`config.mk`:
```
export PLATFORM = sky130hd
export DESIGN_NAME = ria_div_cell
export DESIGN_NICKNAME = d
export VERILOG_FILES = /design/src/design/rv32im_integer_alu_assert.svh /design/src/design/ria_pkg.sv /design/src/design/ria_div_cell.sv
export SDC_FILE = /design/constraint.sdc
export NUM_CORES = 1
export LEC_CHECK = 0
export ABC_AREA = 1
export BUFFER_PORTS_ARGS = -buffer_cell sky130_fd_sc_hd__buf_2
export CORE_AREA = 2 2 94 187
export CTS_CLUSTER_SIZE = 40
export DETAILED_ROUTE_END_ITERATION = 6
export DIE_AREA = 0 0 96 189
export PLACE_DENSITY = 0.76
export RECOVER_POWER = 25
export SYNTH_ARGS = -nofsm -noshare
export SYNTH_HDL_FRONTEND = slang
export SYNTH_SLANG_ARGS = --single-unit
```
`constraint.sdc`:
```
create_clock -name clk -period 1.8 [get_ports clk]
set_input_delay 0 -clock clk [delete_from_list [all_inputs] [get_ports clk]]
set_output_delay 0 -clock clk [all_outputs]
set_load 0.01 [all_outputs]
```
`src/design/rv32im_integer_alu_assert.svh`:
```
// assertion macros for the rv32im alu
// used by the alu top level, no other dependencies
`ifndef RV32IM_INTEGER_ALU_ASSERT_SVH
`define RV32IM_INTEGER_ALU_ASSERT_SVH
`define RIA_ASSERT_IMPL(label, clk, rst, a, c) \
  label: assert property (@(posedge clk) disable iff (rst) (a) |-> (c)) \
    else $error("assertion failed");
`define RIA_ASSERT_NEXT(label, clk, rst, a, c) \
  label: assert property (@(posedge clk) disable iff (rst) (a) |=> (c)) \
    else $error("assertion failed");
`endif

```
`src/design/ria_pkg.sv`:
```
// shared types, operation codes and constants for the rv32im alu
// no dependencies
package ria_pkg;
  localparam int DIV_STAGES = 32;

  typedef enum logic [4:0] {
    OP_PASSB = 5'd0, OP_ADD = 5'd1, OP_SUB = 5'd2, OP_SLT = 5'd3, OP_SLTU = 5'd4,
    OP_AND = 5'd5, OP_OR = 5'd6, OP_XOR = 5'd7, OP_SLL = 5'd8, OP_SRL = 5'd9,
    OP_SRA = 5'd10, OP_MUL = 5'd11, OP_MULH = 5'd12, OP_DIV = 5'd13,
    OP_DIVU = 5'd14, OP_REM = 5'd15, OP_REMU = 5'd16
  } op_t;

  typedef struct packed {
    logic [4:0]  func;
    logic [31:0] operand_a;
    logic [31:0] operand_b;
    logic [4:0]  dest_reg;
  } in_t;

  typedef struct packed {
    logic [31:0] result;
    logic [4:0]  dest_index;
  } out_t;

  // item moving through the division cell row
  typedef struct packed {
    logic        valid;
    logic        is_div;
    logic        neg_q;
    logic        neg_r;
    logic        special;
    logic [31:0] special_val;
    logic [31:0] rem;
    logic [31:0] quo;
    logic [31:0] dvs;
    logic [4:0]  dest;
  } cell_t;
endpackage

```
`src/design/ria_div_cell.sv`:
```
// one restoring-division step cell, registered, passes item to its neighbor
// depends on ria_pkg
module ria_div_cell (
  input  logic           clk,
  input  logic           rst,
  input  logic           en,
  input  ria_pkg::cell_t prev,
  output ria_pkg::cell_t cur
);
  logic [32:0] trial;
  logic [31:0] shrem;
  ria_pkg::cell_t nxt;

  always_comb begin
    nxt = prev;
    shrem = {prev.rem[30:0], prev.quo[31]};
    trial = {prev.rem, prev.quo[31]} - {1'b0, prev.dvs};
    nxt.quo = {prev.quo[30:0], ~trial[32]};
    nxt.rem = trial[32] ? shrem : trial[31:0];
  end

  always_ff @(posedge clk) begin
    if (rst) begin
      cur.valid <= 1'b0;
    end else if (en) begin
      cur.valid <= prev.valid;
    end
    if (en) begin
      cur.is_div <= nxt.is_div;
      cur.neg_q <= nxt.neg_q;
      cur.neg_r <= nxt.neg_r;
      cur.special <= nxt.special;
      cur.special_val <= nxt.special_val;
      cur.rem <= nxt.rem;
      cur.quo <= nxt.quo;
      cur.dvs <= nxt.dvs;
      cur.dest <= nxt.dest;
    end
  end
endmodule
```
==> results of run 1 <==
[Yosys cell counts]
cell type  count
nand2_1      315
inv_1        153
edfxtp_1     137
nor2_1        39
ha_1          32
nand3_1       30
nand2_2       25
a21oi_1       23
xor2_1        14
nand4_1        8
o21bai_1       7
nor3_1         6
inv_2          5
and2_1         4
buf_6          4
nand2_4        4
nand3b_1       2
a21oi_2        1
a21oi_4        1
and3_1         1
buf_12         1
buf_8          1
clkinv_1       1
dfxtp_1        1
fa_1           1
mux2i_1        1
nand2_8        1
nand3_2        1
nor2_2         1
or2_1          1
or2_2          1
xnor2_1        1
[what timing repair did]
action / in CTS / in global routing
gates resized for setup: 0 / 1
endpoints found under the hold margin: 166 / 0
hold buffers: 139 / 0
setup endpoints to repair: 0 / 13
[cells in the final DEF, fill, tap and decap left out, types with 3 or more instances in the layout]
cell and instances:
a21oi_1 23, and2_1 4, buf_12 4, buf_2 256
buf_4 108, clkbuf_1 18, clkbuf_16 17, clkbuf_2 3
clkinv_4 4, diode_2 3, dlygate4sd3_1 139, edfxtp_1 137
ha_1 32, inv_1 153, inv_2 5, inv_6 3
nand2_1 315, nand2_2 25, nand2_4 4, nand3_1 29
nand4_1 8, nor2_1 39, nor3_1 6, o21bai_1 7
xor2_1 14
[layer usage]
| metal | global-route usage | part of all wire | wire [um] |
|---|---|---|---|
| met3 | 0.0481 | 0.058 | 1540 |
| met4 | 0.180 | 0.063 | 1690 |
| met2 | 0.570 | 0.57 | 15300 |
| met1 | 0.258 | 0.31 | 8280 |
| met5 | 0 | 0 | 0 |
[metrics by stage]
step	utilization	hold WS, ns	instances	area, um2	setup TNS (ns)
6_report	0.713	0.189	1590	11900	0
5_1_grt	0.713	0.215	1590	11900	-0.0382
4_1_cts	0.713	0.120	1586	11900	0
3_5_place_dp	0.594	0.163	1415	9910	-8.39
3_3_place_gp	0.594	0.159	1415	9910	-7.49
2_1_floorplan	-	0.0724	823	7440	0
[kinds of logic after synthesis]
group	Yosys count	synth area share
simple gates	439	0.250
buf+inv	165	0.0912
mux	1	0.00135
fa+ha+maj	33	0.0567
compound gates	32	0.0260
flops	138	0.557
xor+xnor	15	0.0177
[how the worst min path moves through the flow]
stage                        start  endpoint  slack (ns)  depth (start not counted)
after global placement         rst  cur[137]        0.16                          2
after CTS                  prev[5]   cur[69]        0.12                          5
after floorplan                rst  cur[137]        0.07                          1
after detailed placement       rst  cur[137]        0.16                          2
after global routing      prev[99]  cur[100]        0.21                          6
final                     prev[77]   cur[78]        0.19                          5
[power by group]
part	internal [W]	switching, W	total [W]
sequential	0.00390	0.0000963	0.00400
combinational	0.00114	0.00140	0.00254
clock	0.00207	0.00151	0.00358
total	0.00711	0.00301	0.0101
[final cells by class]
| type | count | area (um2) | area share |
|---|---|---|---|
| Clock inverter | 15 | 165 | 0.0139 |
| Antenna cell | 3 | 7.51 | 0.000631 |
| Inverter | 159 | 597 | 0.0502 |
| Timing Repair Buffer | 530 | 3660 | 0.308 |
| Clock buffer | 17 | 425 | 0.0358 |
| Sequential cell | 138 | 4130 | 0.347 |
| Multi-Input combinational cell | 521 | 2650 | 0.222 |
| Tap cell | 207 | 259 | 0.0218 |
[worst register-to-register path, cell delays in order, from the launching register on]
cell and delay (ns):
dfxtp_1 0.32, mux2i_1 0.18, nor2_1 0.06, dlygate4sd3_1 0.55
==> results_tabular.tex, run 1 <==
\begin{tabular}{lr}
\hline
Metric & Value \\
\hline
\multicolumn{2}{l}{\textbf{Run status}} \\
\quad Status & finished clean \\
\multicolumn{2}{l}{\textbf{Global route}} \\
\quad Via count of the first global-routing pass & 7,768 \\
\quad Global-route wire length before repair & 39,000 um \\
\quad Antenna violations before repair & 3 \\
\quad Global route total overflow & 0 \\
\quad Largest net degree at the start of global routing & 47 \\
\quad All-Layer GR Usage & 0.292 \\
\multicolumn{2}{l}{\textbf{Critical path}} \\
\quad Worst reg-to-reg setup slack & 0.57 ns \\
\quad Cell type with the highest occurrence count on the critical path & dlygate4sd3\_1 \\
\quad Endpoint of the worst setup timing path & cur[137] \\
\quad Kind of end point of the critical path & flop \\
\quad Critical-path cell list & dlygate4sd3\_1, buf\_6, buf\_4, mux2i\_1, nor2\_1, dlygate4sd3\_1 \\
\quad WP depth & 6 \\
\quad Largest incremental delay on the critical path & $\sim$0.55 ns \\
\quad Worst Path Arrival & between 2 and 2.5 ns \\
\quad Critical-path top delay cell & dlygate4sd3\_1 \\
\quad Number of buffers and inverters on the critical path & 4 \\
\quad Worst-path maximum fanout & 33 \\
\quad Crit Path Class & in2reg \\
\quad Worst reg-to-reg path cell count & 3 \\
\quad Category of the worst setup path launch point & input pin \\
\quad Source of the worst register-to-register timing path & cur[137] \\
\quad CP Launch Point & en \\
\quad Critical Path RT & around 2.1 ns \\
\quad Cell type group with the largest total delay on the critical path & buffers and inverters \\
\quad Destination of the worst register-to-register timing path & cur[137] \\
\multicolumn{2}{l}{\textbf{Detailed routing}} \\
\quad Number of nets with antenna violations after routing & 0 \\
\quad Number of remaining DRC errors & 0 \\
\quad TritonRoute pass-1 iters & 5 \\
\quad Average vias per placed instance & about 4.8 \\
\quad Total number of vias & between 7,000 and 8,000 \\
\quad Detailed router's first-iteration violation count & about 350 \\
\quad Wire per inst & around 17 um \\
\quad Total wirelength of the detailed-routed design & $\sim$27,000 um \\
\multicolumn{2}{l}{\textbf{Timing}} \\
\quad Hold Violations, Final & 0 \\
\quad Number of endpoints failing setup at the final stage & 0 \\
\quad Maximum operating frequency & 582 MHz \\
\quad Transition time at the pin with the least slew margin & roughly 0.38 ns \\
\quad RSZ-0062 raised after global routing & yes \\
\quad Final setup slack of the worst path & a little over 0.08 ns \\
\quad Slew HR & 0.746 \\
\quad Min Tclk post-route & roughly 1.7 ns \\
\quad Number of max-slew violations in the final report & 0 \\
\quad Worst clock skew & 0 ns \\
\quad Portion of the clock cycle consumed by the worst path in the final layout & 0.955 \\
\multicolumn{2}{l}{\textbf{Final layout}} \\
\quad Fill cell instance count of the final layout & around 1,300 \\
\quad Number of flip-flops under the largest register name & 138 \\
\quad Registers with the most flip-flops & cur (138) \\
\quad Biggest register & cur \\
\quad Total number of nets in the final design & between 1,500 and 2,000 \\
\quad Area growth, synth to finish & 60.3\% \\
\quad Share of cells above drive strength 1 & 0.324 \\
\multicolumn{2}{l}{\textbf{Clock tree}} \\
\quad Clock Tree Root & clkbuf\_16 \\
\quad TritonCTS clock tree & done \\
\quad Clock latency reported for the late side of the worst-skew pair & between 0.4 and 0.5 ns \\
\quad Post-CTS setup buffers & 0 \\
\quad Number of buffers inserted during clock tree synthesis & 17 \\
\quad Worst-case clock buffer depth & 2 \\
\quad H-tree Lvls & 4 \\
\quad Number of clock sinks & $\sim$140 \\
\quad CTS clk-pin slew, worst paths & 0.06 ns \\
\multicolumn{2}{l}{\textbf{Power}} \\
\quad VDD IR-drop max & between 700 and 800 uV \\
\quad Overall power after layout & slightly above 0.01 W \\
\quad Power per cell area & between 800 and 900 nW/um2 \\
\quad Static Leak & 6.16 nW \\
\multicolumn{2}{l}{\textbf{Die}} \\
\quad Die outline height & 189 um \\
\quad Placeable core region & between 15,000 and 20,000 um2 \\
\quad Die Width & roughly 96 um \\
\quad Starting density of the core & 0.445 \\
\quad Num rows & 67 \\
\quad Total Die Area & around 18,000 um2 \\
\quad Num ports & between 200 and 300 \\
\multicolumn{2}{l}{\textbf{Yosys}} \\
\quad Ys Warns & 0 \\
\quad Top cells by area in the synthesized netlist & edfxtp\_1, nand2\_1, inv\_1, ha\_1, nand2\_2 \\
\quad Largest area contributor in the synthesized netlist & edfxtp\_1 \\
\quad Share of Yosys cell area claimed by the top area cell type & 0.554 \\
\quad Number of register bits inferred by synthesis & $\sim$140 \\
\quad Netlist area before placement & between 7000 and 8000 um2 \\
\quad Post-synth cell types & 32 \\
\quad Sequential cell area fraction in the yosys report & 0.557 \\
\quad Synth Area per Inst & about 9 um2 \\
\quad Post-Syn Instances & between 800 and 900 \\
\quad Post-synthesis net count & roughly 1,000 \\
\multicolumn{2}{l}{\textbf{Placement}} \\
\quad Post-DP HPWL & 18,600 um \\
\quad Final RePlAce weighted congestion & 0.947 \\
\quad Worst slack at placement & -0.322 ns \\
\quad \# port buffers & roughly 280 \\
\multicolumn{2}{l}{\textbf{Min path}} \\
\quad Worst hold path type & in2reg \\
\multicolumn{2}{l}{\textbf{Flow run}} \\
\quad Max capacitance violation total & 0 \\
\hline
\end{tabular}
Power figures use the tool's default switching activity.
==> run 2: changes to the inputs <==
Settings changed: ABC_AREA 1 to 0, CORE_AREA 2 2 94 187 to 2 2 90 179, DIE_AREA 0 0 96 189 to 0 0 92 181.
==> run 2 against run 1 <==
The run now ends with setup timing left. Sequential share of layout area up 0.93 points. Core utilization grew 4.8 points. Critical path depth grew 6. Synthesized cell count shrank 41%.
==> results_tabular.tex, run 2 <==
\begin{tabular}{lr}
\hline
Metric & Value \\
\hline
\multicolumn{2}{l}{\textbf{Global route}} \\
\quad Via count of the first global-routing pass & 6,893 (-11\%) \\
\quad Antenna violations before repair & 3 (unchanged) \\
\quad Global route total overflow & 0 (unchanged) \\
\quad Largest net degree at the start of global routing & 44 (-6.4\%) \\
\quad All-Layer GR Usage & 0.297 (+0.00535) \\
\quad Global-route wire length before repair & 37,100 um (-4.9\%) \\
\multicolumn{2}{l}{\textbf{Yosys}} \\
\quad Commonest cells in the netlist & edfxtp\_1, a21oi\_1, inv\_1, ha\_1, nand2\_1 \\
\quad Ys async rst share & 0 (unchanged) \\
\quad Largest area contributor in the synthesized netlist & edfxtp\_1 \\
\quad Sequential cell area fraction in the yosys report & 0.622 (+0.0654) \\
\quad Synth Area per Inst & 13.7 um2 (+52\%) \\
\quad Post-Syn Instances & 484 (-41\%) \\
\quad Post-synth cell types & 50 (+56\%) \\
\quad Post-synthesis net count & 658 (-34\%) \\
\quad Most frequently used flop master after synthesis & edfxtp\_1 \\
\quad Ys Warns & 0 (unchanged) \\
\quad Top cells by area in the synthesized netlist & edfxtp\_1, ha\_1, mux2\_4, a21oi\_1, inv\_1 \\
\quad Share of Yosys cell area claimed by the top area cell type & 0.619 (+0.0651) \\
\quad Netlist area before placement & 6640 um2 (-11\%) \\
\quad Number of flops mapped to enable cells by yosys & 137 (unchanged) \\
\quad Number of register bits inferred by synthesis & 138 (unchanged) \\
\quad Most frequently used cell type in the post-synthesis netlist & edfxtp\_1 \\
\multicolumn{2}{l}{\textbf{Timing}} \\
\quad Final setup slack of the worst path & -0.402 ns (-0.484 ns) \\
\quad RSZ-0062 raised after global routing & yes \\
\quad Hold Violations, Final & 0 (unchanged) \\
\quad Aggregate negative setup slack & -11.23 ns (-11.23 ns) \\
\quad Worst clock skew & 0 ns (unchanged) \\
\quad Number of max-slew violations in the final report & 0 (unchanged) \\
\quad Portion of the clock cycle consumed by the worst path in the final layout & 1.22 (+0.269) \\
\quad Number of endpoints failing setup at the final stage & 33 (+33) \\
\quad Slew HR & 0.686 (-0.0595) \\
\quad Maximum operating frequency & 454 MHz (-22\%) \\
\quad Min Tclk post-route & 2.20 ns (+0.484 ns) \\
\quad Transition time at the pin with the least slew margin & 0.466 ns (+0.0843 ns) \\
\multicolumn{2}{l}{\textbf{Power}} \\
\quad Power per cell area & 921 nW/um2 (+8.3\%) \\
\quad Static Leak & 5.27 nW (-14\%) \\
\quad VDD IR-drop max & 592 uV (-18\%) \\
\multicolumn{2}{l}{\textbf{Critical path}} \\
\quad Critical Path RT & 1.97 ns (-0.15 ns) \\
\quad Source of the worst register-to-register timing path & cur[137] \\
\quad Largest incremental delay on the critical path & 0.39 ns (-0.16 ns) \\
\quad Cell type group with the largest total delay on the critical path & compound AO/OA/AOI/OAI gates \\
\quad Category of the worst setup path launch point & input pin \\
\quad Number of buffers and inverters on the critical path & 3 (-1) \\
\quad Worst Path Arrival & 2.37 ns (+0.33 ns) \\
\quad Kind of end point of the critical path & flop \\
\quad CP Launch Point & prev[84] \\
\quad Crit Path Class & in2reg \\
\quad Worst reg-to-reg setup slack & 0.60 ns (+0.03 ns) \\
\quad Critical-path top delay cell & o31a\_2 \\
\quad Worst-path maximum fanout & 7 (-79\%) \\
\quad Critical-path cell list & buf\_2, ha\_4, a21oi\_4, o311a\_1, o21ai\_1, a21o\_1, o31a\_2, mux2i\_4, nor2\_4, buf\_12, buf\_16, mux2\_2 \\
\multicolumn{2}{l}{\textbf{Detailed routing}} \\
\quad Total wirelength of the detailed-routed design & 25,300 um (-5.6\%) \\
\quad Number of nets with antenna violations after routing & 0 (unchanged) \\
\quad Number of remaining DRC errors & 0 (unchanged) \\
\quad Detailed router's first-iteration violation count & 364 (+5.2\%) \\
\quad Average vias per placed instance & 5.19 (+8.1\%) \\
\quad Wire per inst & 20.3 um (+21\%) \\
\quad Total number of vias & 6,472 (-15\%) \\
\quad TritonRoute pass-1 iters & 5 (unchanged) \\
\multicolumn{2}{l}{\textbf{Final layout}} \\
\quad Total number of nets in the final design & 1,209 (-22\%) \\
\quad Biggest register & cur \\
\quad Post-Layout Inst Area & 11,600 um2 (-2.6\%) \\
\quad Fill cell instance count of the final layout & 944 (-25\%) \\
\quad Most common cell after layout, fill and taps aside & buf\_2 \\
\quad Most used cells in the layout excluding fill and tap cells & buf\_2, edfxtp\_1, dlygate4sd3\_1 \\
\quad Area growth, synth to finish & 74.5\% \\
\quad Final instance count without filler cells & 1,246 (-22\%) \\
\quad Number of flip-flops under the largest register name & 138 (unchanged) \\
\quad Registers with the most flip-flops & cur (138) \\
\quad Share of cells above drive strength 1 & 0.468 (+0.144) \\
\multicolumn{2}{l}{\textbf{Die}} \\
\quad Starting density of the core & 0.437 (-0.00832) \\
\quad Total Die Area & 16,700 um2 (-8.2\%) \\
\quad Placeable core region & 15,200 um2 (-8.8\%) \\
\quad Num rows & 64 (-4.5\%) \\
\quad Num ports & 279 (unchanged) \\
\quad Die outline height & 181 um (-4.2\%) \\
\quad Die Width & 92 um (-4.2\%) \\
\multicolumn{2}{l}{\textbf{Min path}} \\
\quad Worst hold path type & in2reg \\
\quad Start point of the worst min-delay path & prev[81] \\
\multicolumn{2}{l}{\textbf{Clock tree}} \\
\quad Number of buffers inserted during clock tree synthesis & 17 (unchanged) \\
\quad Worst-case clock buffer depth & 2 (unchanged) \\
\quad Number of clock sinks & 138 (unchanged) \\
\quad H-tree Lvls & 4 (unchanged) \\
\quad Clock Tree Root & clkbuf\_16 \\
\quad CTS clk-pin slew, worst paths & 0.06 ns (about the same) \\
\quad Clock latency reported for the late side of the worst-skew pair & 0.41 ns (-0.03 ns) \\
\quad TritonCTS clock tree & done \\
\multicolumn{2}{l}{\textbf{Flow run}} \\
\quad Max capacitance violation total & 0 (unchanged) \\
\multicolumn{2}{l}{\textbf{Placement}} \\
\quad Post-DP HPWL & 14,900 um (-20\%) \\
\quad Placed cell count & 1,066 (-25\%) \\
\quad \# port buffers & 278 (unchanged) \\
\quad Worst slack at placement & -0.929 ns (-0.607 ns) \\
\quad Total cell area at the placement stage & 9210 um2 (-7.1\%) \\
\quad Final RePlAce weighted congestion & 0.891 (-5.9\%) \\
\multicolumn{2}{l}{\textbf{Run status}} \\
\quad Status & finished with violations \\
\quad Failing checks & setup timing \\
\hline
\end{tabular}
==> run 2: worst paths after layout <==
path	to	cells past startpoint
setup / recovery	cur[72]	12
hold / removal	cur[82]	3
setup reg to reg	cur[137]	3
hold reg to reg	cur[137]	3
==> run 2: cells by family (layout without fill, tap and decap cells) <==
logic type | Yosys count | after routing | share of synthesized area
flops | 138 | 138 | 0.622
compound gates | 107 | 107 | 0.103
simple gates | 100 | 100 | 0.0776
buf+inv | 49 | 610 | 0.0326
mux | 34 | 34 | 0.0706
fa+ha+maj | 33 | 33 | 0.0633
xor+xnor | 23 | 23 | 0.0303
other cells | 0 | 3 | 0
==> run 2: timing repair <==
item                                    in CTS  in global routing
buffers inserted                             6                  4
gates resized for setup                     23                 31
pin swaps                                    7                  5
endpoints found under the setup margin      33                 33
hold buffers                               136                  0
endpoints found under the hold margin      160                  0
cloned                                       2                  1
==> run 2: layout make-up <==
class / count / area [um2] / area share
Multi-Input combinational cell: 297 / 2530 / 0.219
Sequential cell: 138 / 4130 / 0.357
Timing Repair Buffer: 543 / 3850 / 0.333
Antenna cell: 3 / 7.51 / 0.000648
Clock inverter: 12 / 223 / 0.0192
Inverter: 38 / 160 / 0.0138
Clock buffer: 17 / 425 / 0.0367
Tap cell: 198 / 248 / 0.0214
==> run 2: metrics by stage <==
step                      power [W]  hold slack, ns  utilization
after floorplan             0.00515          0.0724            -
after CTS                    0.0105         0.00128        0.751
after global placement      0.00614           0.158        0.605
after global routing         0.0110          0.0236        0.762
final                        0.0107          0.0240        0.762
after detailed placement    0.00619           0.165        0.605
==> run 2: routing by layer <==
metal | GRT usage | up-vias | part of all wire
met3 | 0.0813 | 113 | 0.068
met4 | 0.217 | 0 | 0.081
met1 | 0.262 | 3057 | 0.31
met5 | 0 | - | 0
li1 | - | 2918 | -
met2 | 0.555 | 384 | 0.54
==> run 2: power breakdown <==
| part | switching [W] | total [W] | internal [W] | leakage, nW |
|---|---|---|---|---|
| logic | 0.00127 | 0.00269 | 0.00142 | 3.61 |
| registers | 0.000108 | 0.00402 | 0.00392 | 1.35 |
| clock network | 0.00138 | 0.00396 | 0.00258 | 0.311 |
| total | 0.00276 | 0.0107 | 0.00791 | 5.27 |
==> run 2: worst reg2reg max path, stage by stage (launching register included) <==
cell and delay, ns:
dfxtp_1 0.31, mux2i_1 0.12, nor2_1 0.06, dlygate4sd3_1 0.57
==> run 3: changes to the inputs <==
Settings changed: CORE_AREA 2 2 90 179 to 2 2 87 172, CTS_CLUSTER_SIZE 40 to 24, DIE_AREA 0 0 92 181 to 0 0 89 174, PLACE_DENSITY 0.76 to 0.78.
Clock period 1.8 ns to 2.4 ns, I/O delays scaled along.
==> run 3 against run 2 <==
The flow finishes with violations (DRC). Via count increased by 0.82%. Critical path type unchanged. Critical endpoint is now cur[100]. Clock skew stayed put. Non-clock buffer count shrank 48. Core utilization up 0.58 points. Register-to-register slack gained 0.60 ns. Cell area decreased by 5.5%.
==> results_tabular.tex, run 3 (same netlist as run 2, synthesis figures left out) <==
\begin{tabular}{lr}
\hline
Metric & Value \\
\hline
\multicolumn{2}{l}{\textbf{Critical path}} \\
\quad Cell type group with the largest total delay on the critical path & compound AO/OA/AOI/OAI gates \\
\quad Worst-path maximum fanout & 10 (+3) \\
\quad Critical-path cell list & buf\_2, inv\_1, ha\_1, a21oi\_1, o21a\_1, a21oi\_1, o31a\_2, mux2i\_4, nor2\_4, buf\_12, mux2\_2 \\
\quad Crit Path Class & in2reg \\
\quad Critical-path top delay cell & ha\_1 \\
\quad Critical Path RT & 2.56 ns (+0.59 ns) \\
\quad Worst Path Arrival & 2.55 ns (+0.18 ns) \\
\quad Category of the worst setup path launch point & input pin \\
\quad Largest incremental delay on the critical path & 0.41 ns (+0.02 ns) \\
\quad Cell type with the highest occurrence count on the critical path & a21oi\_1 \\
\quad Number of buffers and inverters on the critical path & 3 (unchanged) \\
\quad Kind of end point of the critical path & flop \\
\multicolumn{2}{l}{\textbf{Timing}} \\
\quad Portion of the clock cycle consumed by the worst path in the final layout & 0.995 \\
\quad Number of endpoints failing setup at the final stage & 0 (-100\%) \\
\quad Slew HR & 0.0700 (-0.616) \\
\quad Number of max-slew violations in the final report & 0 (unchanged) \\
\quad Worst clock skew & 0 ns (unchanged) \\
\quad Aggregate negative setup slack & 0 ns (+11.23 ns) \\
\quad Maximum operating frequency & between 400 and 500 MHz \\
\quad Min Tclk post-route & 2.39 ns \\
\quad Hold Violations, Final & 0 (unchanged) \\
\quad Transition time at the pin with the least slew margin & 1.40 ns (+0.929 ns) \\
\quad RSZ-0062 raised after global routing & yes \\
\multicolumn{2}{l}{\textbf{Final layout}} \\
\quad Share of cells above drive strength 1 & 0.437 (-0.0309) \\
\quad Area growth, synth to finish & 64.9\% \\
\quad Number of flip-flops under the largest register name & 138 (unchanged) \\
\quad Post-Layout Inst Area & 11,000 um2 (-5.5\%) \\
\quad Registers with the most flip-flops & cur (138) \\
\quad Total number of nets in the final design & 1,161 (-4.0\%) \\
\quad Most common cell after layout, fill and taps aside & buf\_2 \\
\quad Most used cells in the layout excluding fill and tap cells & buf\_2, edfxtp\_1, dlygate4sd3\_1 \\
\quad Layout Utilization & 0.767 (+0.00576) \\
\quad Biggest register & cur \\
\multicolumn{2}{l}{\textbf{Detailed routing}} \\
\quad Detailed router's first-iteration violation count & 742 (+100\%) \\
\quad Total number of vias & 6,525 (+0.82\%) \\
\quad Number of remaining DRC errors & 2 (+2) \\
\quad TritonRoute pass-1 iters & 7 (+2) \\
\quad Number of nets with antenna violations after routing & 0 (unchanged) \\
\quad Average vias per placed instance & 5.46 (+5.1\%) \\
\quad Total wirelength of the detailed-routed design & 26,600 um (+5.1\%) \\
\quad Wire per inst & 22.3 um (+9.5\%) \\
\multicolumn{2}{l}{\textbf{Clock tree}} \\
\quad Clock Tree Root & clkbuf\_16 \\
\quad CTS clk-pin slew, worst paths & 0.06 ns (about the same) \\
\quad Worst-case clock buffer depth & 2 (unchanged) \\
\quad Clock latency reported for the late side of the worst-skew pair & 0.42 ns (about the same) \\
\quad Number of clock sinks & 138 (unchanged) \\
\quad Number of buffers inserted during clock tree synthesis & 17 (unchanged) \\
\quad H-tree Lvls & 4 (unchanged) \\
\quad TritonCTS clock tree & done \\
\multicolumn{2}{l}{\textbf{Run status}} \\
\quad Failing checks & DRC \\
\quad Status & finished with violations \\
\multicolumn{2}{l}{\textbf{Power}} \\
\quad VDD IR-drop max & 532 uV (-10\%) \\
\quad Power per cell area & 704 nW/um2 (-24\%) \\
\quad Static Leak & 5.01 nW (-5.1\%) \\
\multicolumn{2}{l}{\textbf{Placement}} \\
\quad Final RePlAce weighted congestion & 0.954 (+7.2\%) \\
\quad Total cell area at the placement stage & 8930 um2 (-3.0\%) \\
\quad Post-DP HPWL & 15,200 um (+2.1\%) \\
\quad \# port buffers & 278 (unchanged) \\
\multicolumn{2}{l}{\textbf{Global route}} \\
\quad Largest net degree at the start of global routing & 50 (+14\%) \\
\quad All-Layer GR Usage & 0.334 (+0.0365) \\
\quad Global-route wire length before repair & 38,000 um (+2.4\%) \\
\quad Antenna violations before repair & 2 (-1) \\
\quad Via count of the first global-routing pass & 6,949 (+0.81\%) \\
\quad Global route total overflow & 0 (unchanged) \\
\multicolumn{2}{l}{\textbf{Die}} \\
\quad Placeable core region & 14,300 um2 (-6.2\%) \\
\quad Num rows & 62 (-3.1\%) \\
\quad Die outline height & 174 um (-3.9\%) \\
\quad Num ports & 279 (unchanged) \\
\quad Total Die Area & 15,500 um2 (-7.0\%) \\
\quad Starting density of the core & 0.465 (+0.0288) \\
\quad Die Width & 89 um (-3.3\%) \\
\multicolumn{2}{l}{\textbf{Flow run}} \\
\quad Max capacitance violation total & 0 (unchanged) \\
\multicolumn{2}{l}{\textbf{Min path}} \\
\quad Worst hold path type & in2reg \\
\hline
\end{tabular}
==> run 3: final cells by class <==
| class | instances | area (um2) |
|---|---|---|
| sequential | 138 | 4130 |
| timing repair buffer | 495 | 3400 |
| fill | 866 | 3320 |
| multi-input combinational | 297 | 2410 |
| clock buffer | 20 | 437 |
| tap | 192 | 240 |
| clock inverter | 12 | 178 |
| inverter | 38 | 145 |
| antenna | 3 | 7.51 |
==> run 3: path summary, 6_finish.rpt <==
path                               start        to  slack, ns  cells after the start
worst max-delay path            prev[14]  cur[100]       0.01                     11
worst min-delay path             prev[5]   cur[69]       0.04                      3
worst max register to register  cur[137]  cur[137]       1.20                      3
worst min register to register  cur[137]  cur[137]       1.13                      3
==> run 3: worst register-to-register path, delay by kind of cell (launching register included) <==
kind	cells	cell delay, ns
flip-flops	1	0.33
buffers and inverters	1	0.56
AND/OR/NAND/NOR	1	0.06
multiplexers	1	0.13
==> run 3: layer usage <==
layer  routed length (um)  part of all wire  track usage
met5                    0                 0            0
met4                 2130             0.080        0.231
met1                 8040              0.30        0.305
met2                14200              0.53        0.604
met3                 2230             0.084       0.0859
==> run 3: repair_timing <==
item / in CTS / in global routing
gates resized for setup: 0 / 12
endpoints found under the setup margin: 0 / 29
hold buffers: 135 / 0
endpoints found under the hold margin: 134 / 0
buffers inserted: 0 / 1
==> run 3: through the flow <==
stage / power [W] / hold slack (ns) / setup WS [ns] / instances
after floorplan: 0.00386 / 0.0724 / 0.00432 / 484
after global placement: 0.00457 / 0.166 / -0.415 / 1024
after detailed placement: 0.00462 / 0.174 / -0.362 / 1024
after CTS: 0.00749 / 0.000815 / 0.0243 / 1191
after global routing: 0.00791 / 0.0504 / -0.0781 / 1194
final: 0.00771 / 0.0381 / 0.0124 / 1195
==> run 3: power by group <==
group	internal [W]	switching [W]	leakage, nW
registers	0.00294	0.0000892	1.35
logic	0.000939	0.000940	3.36
clock network	0.00174	0.00106	0.298
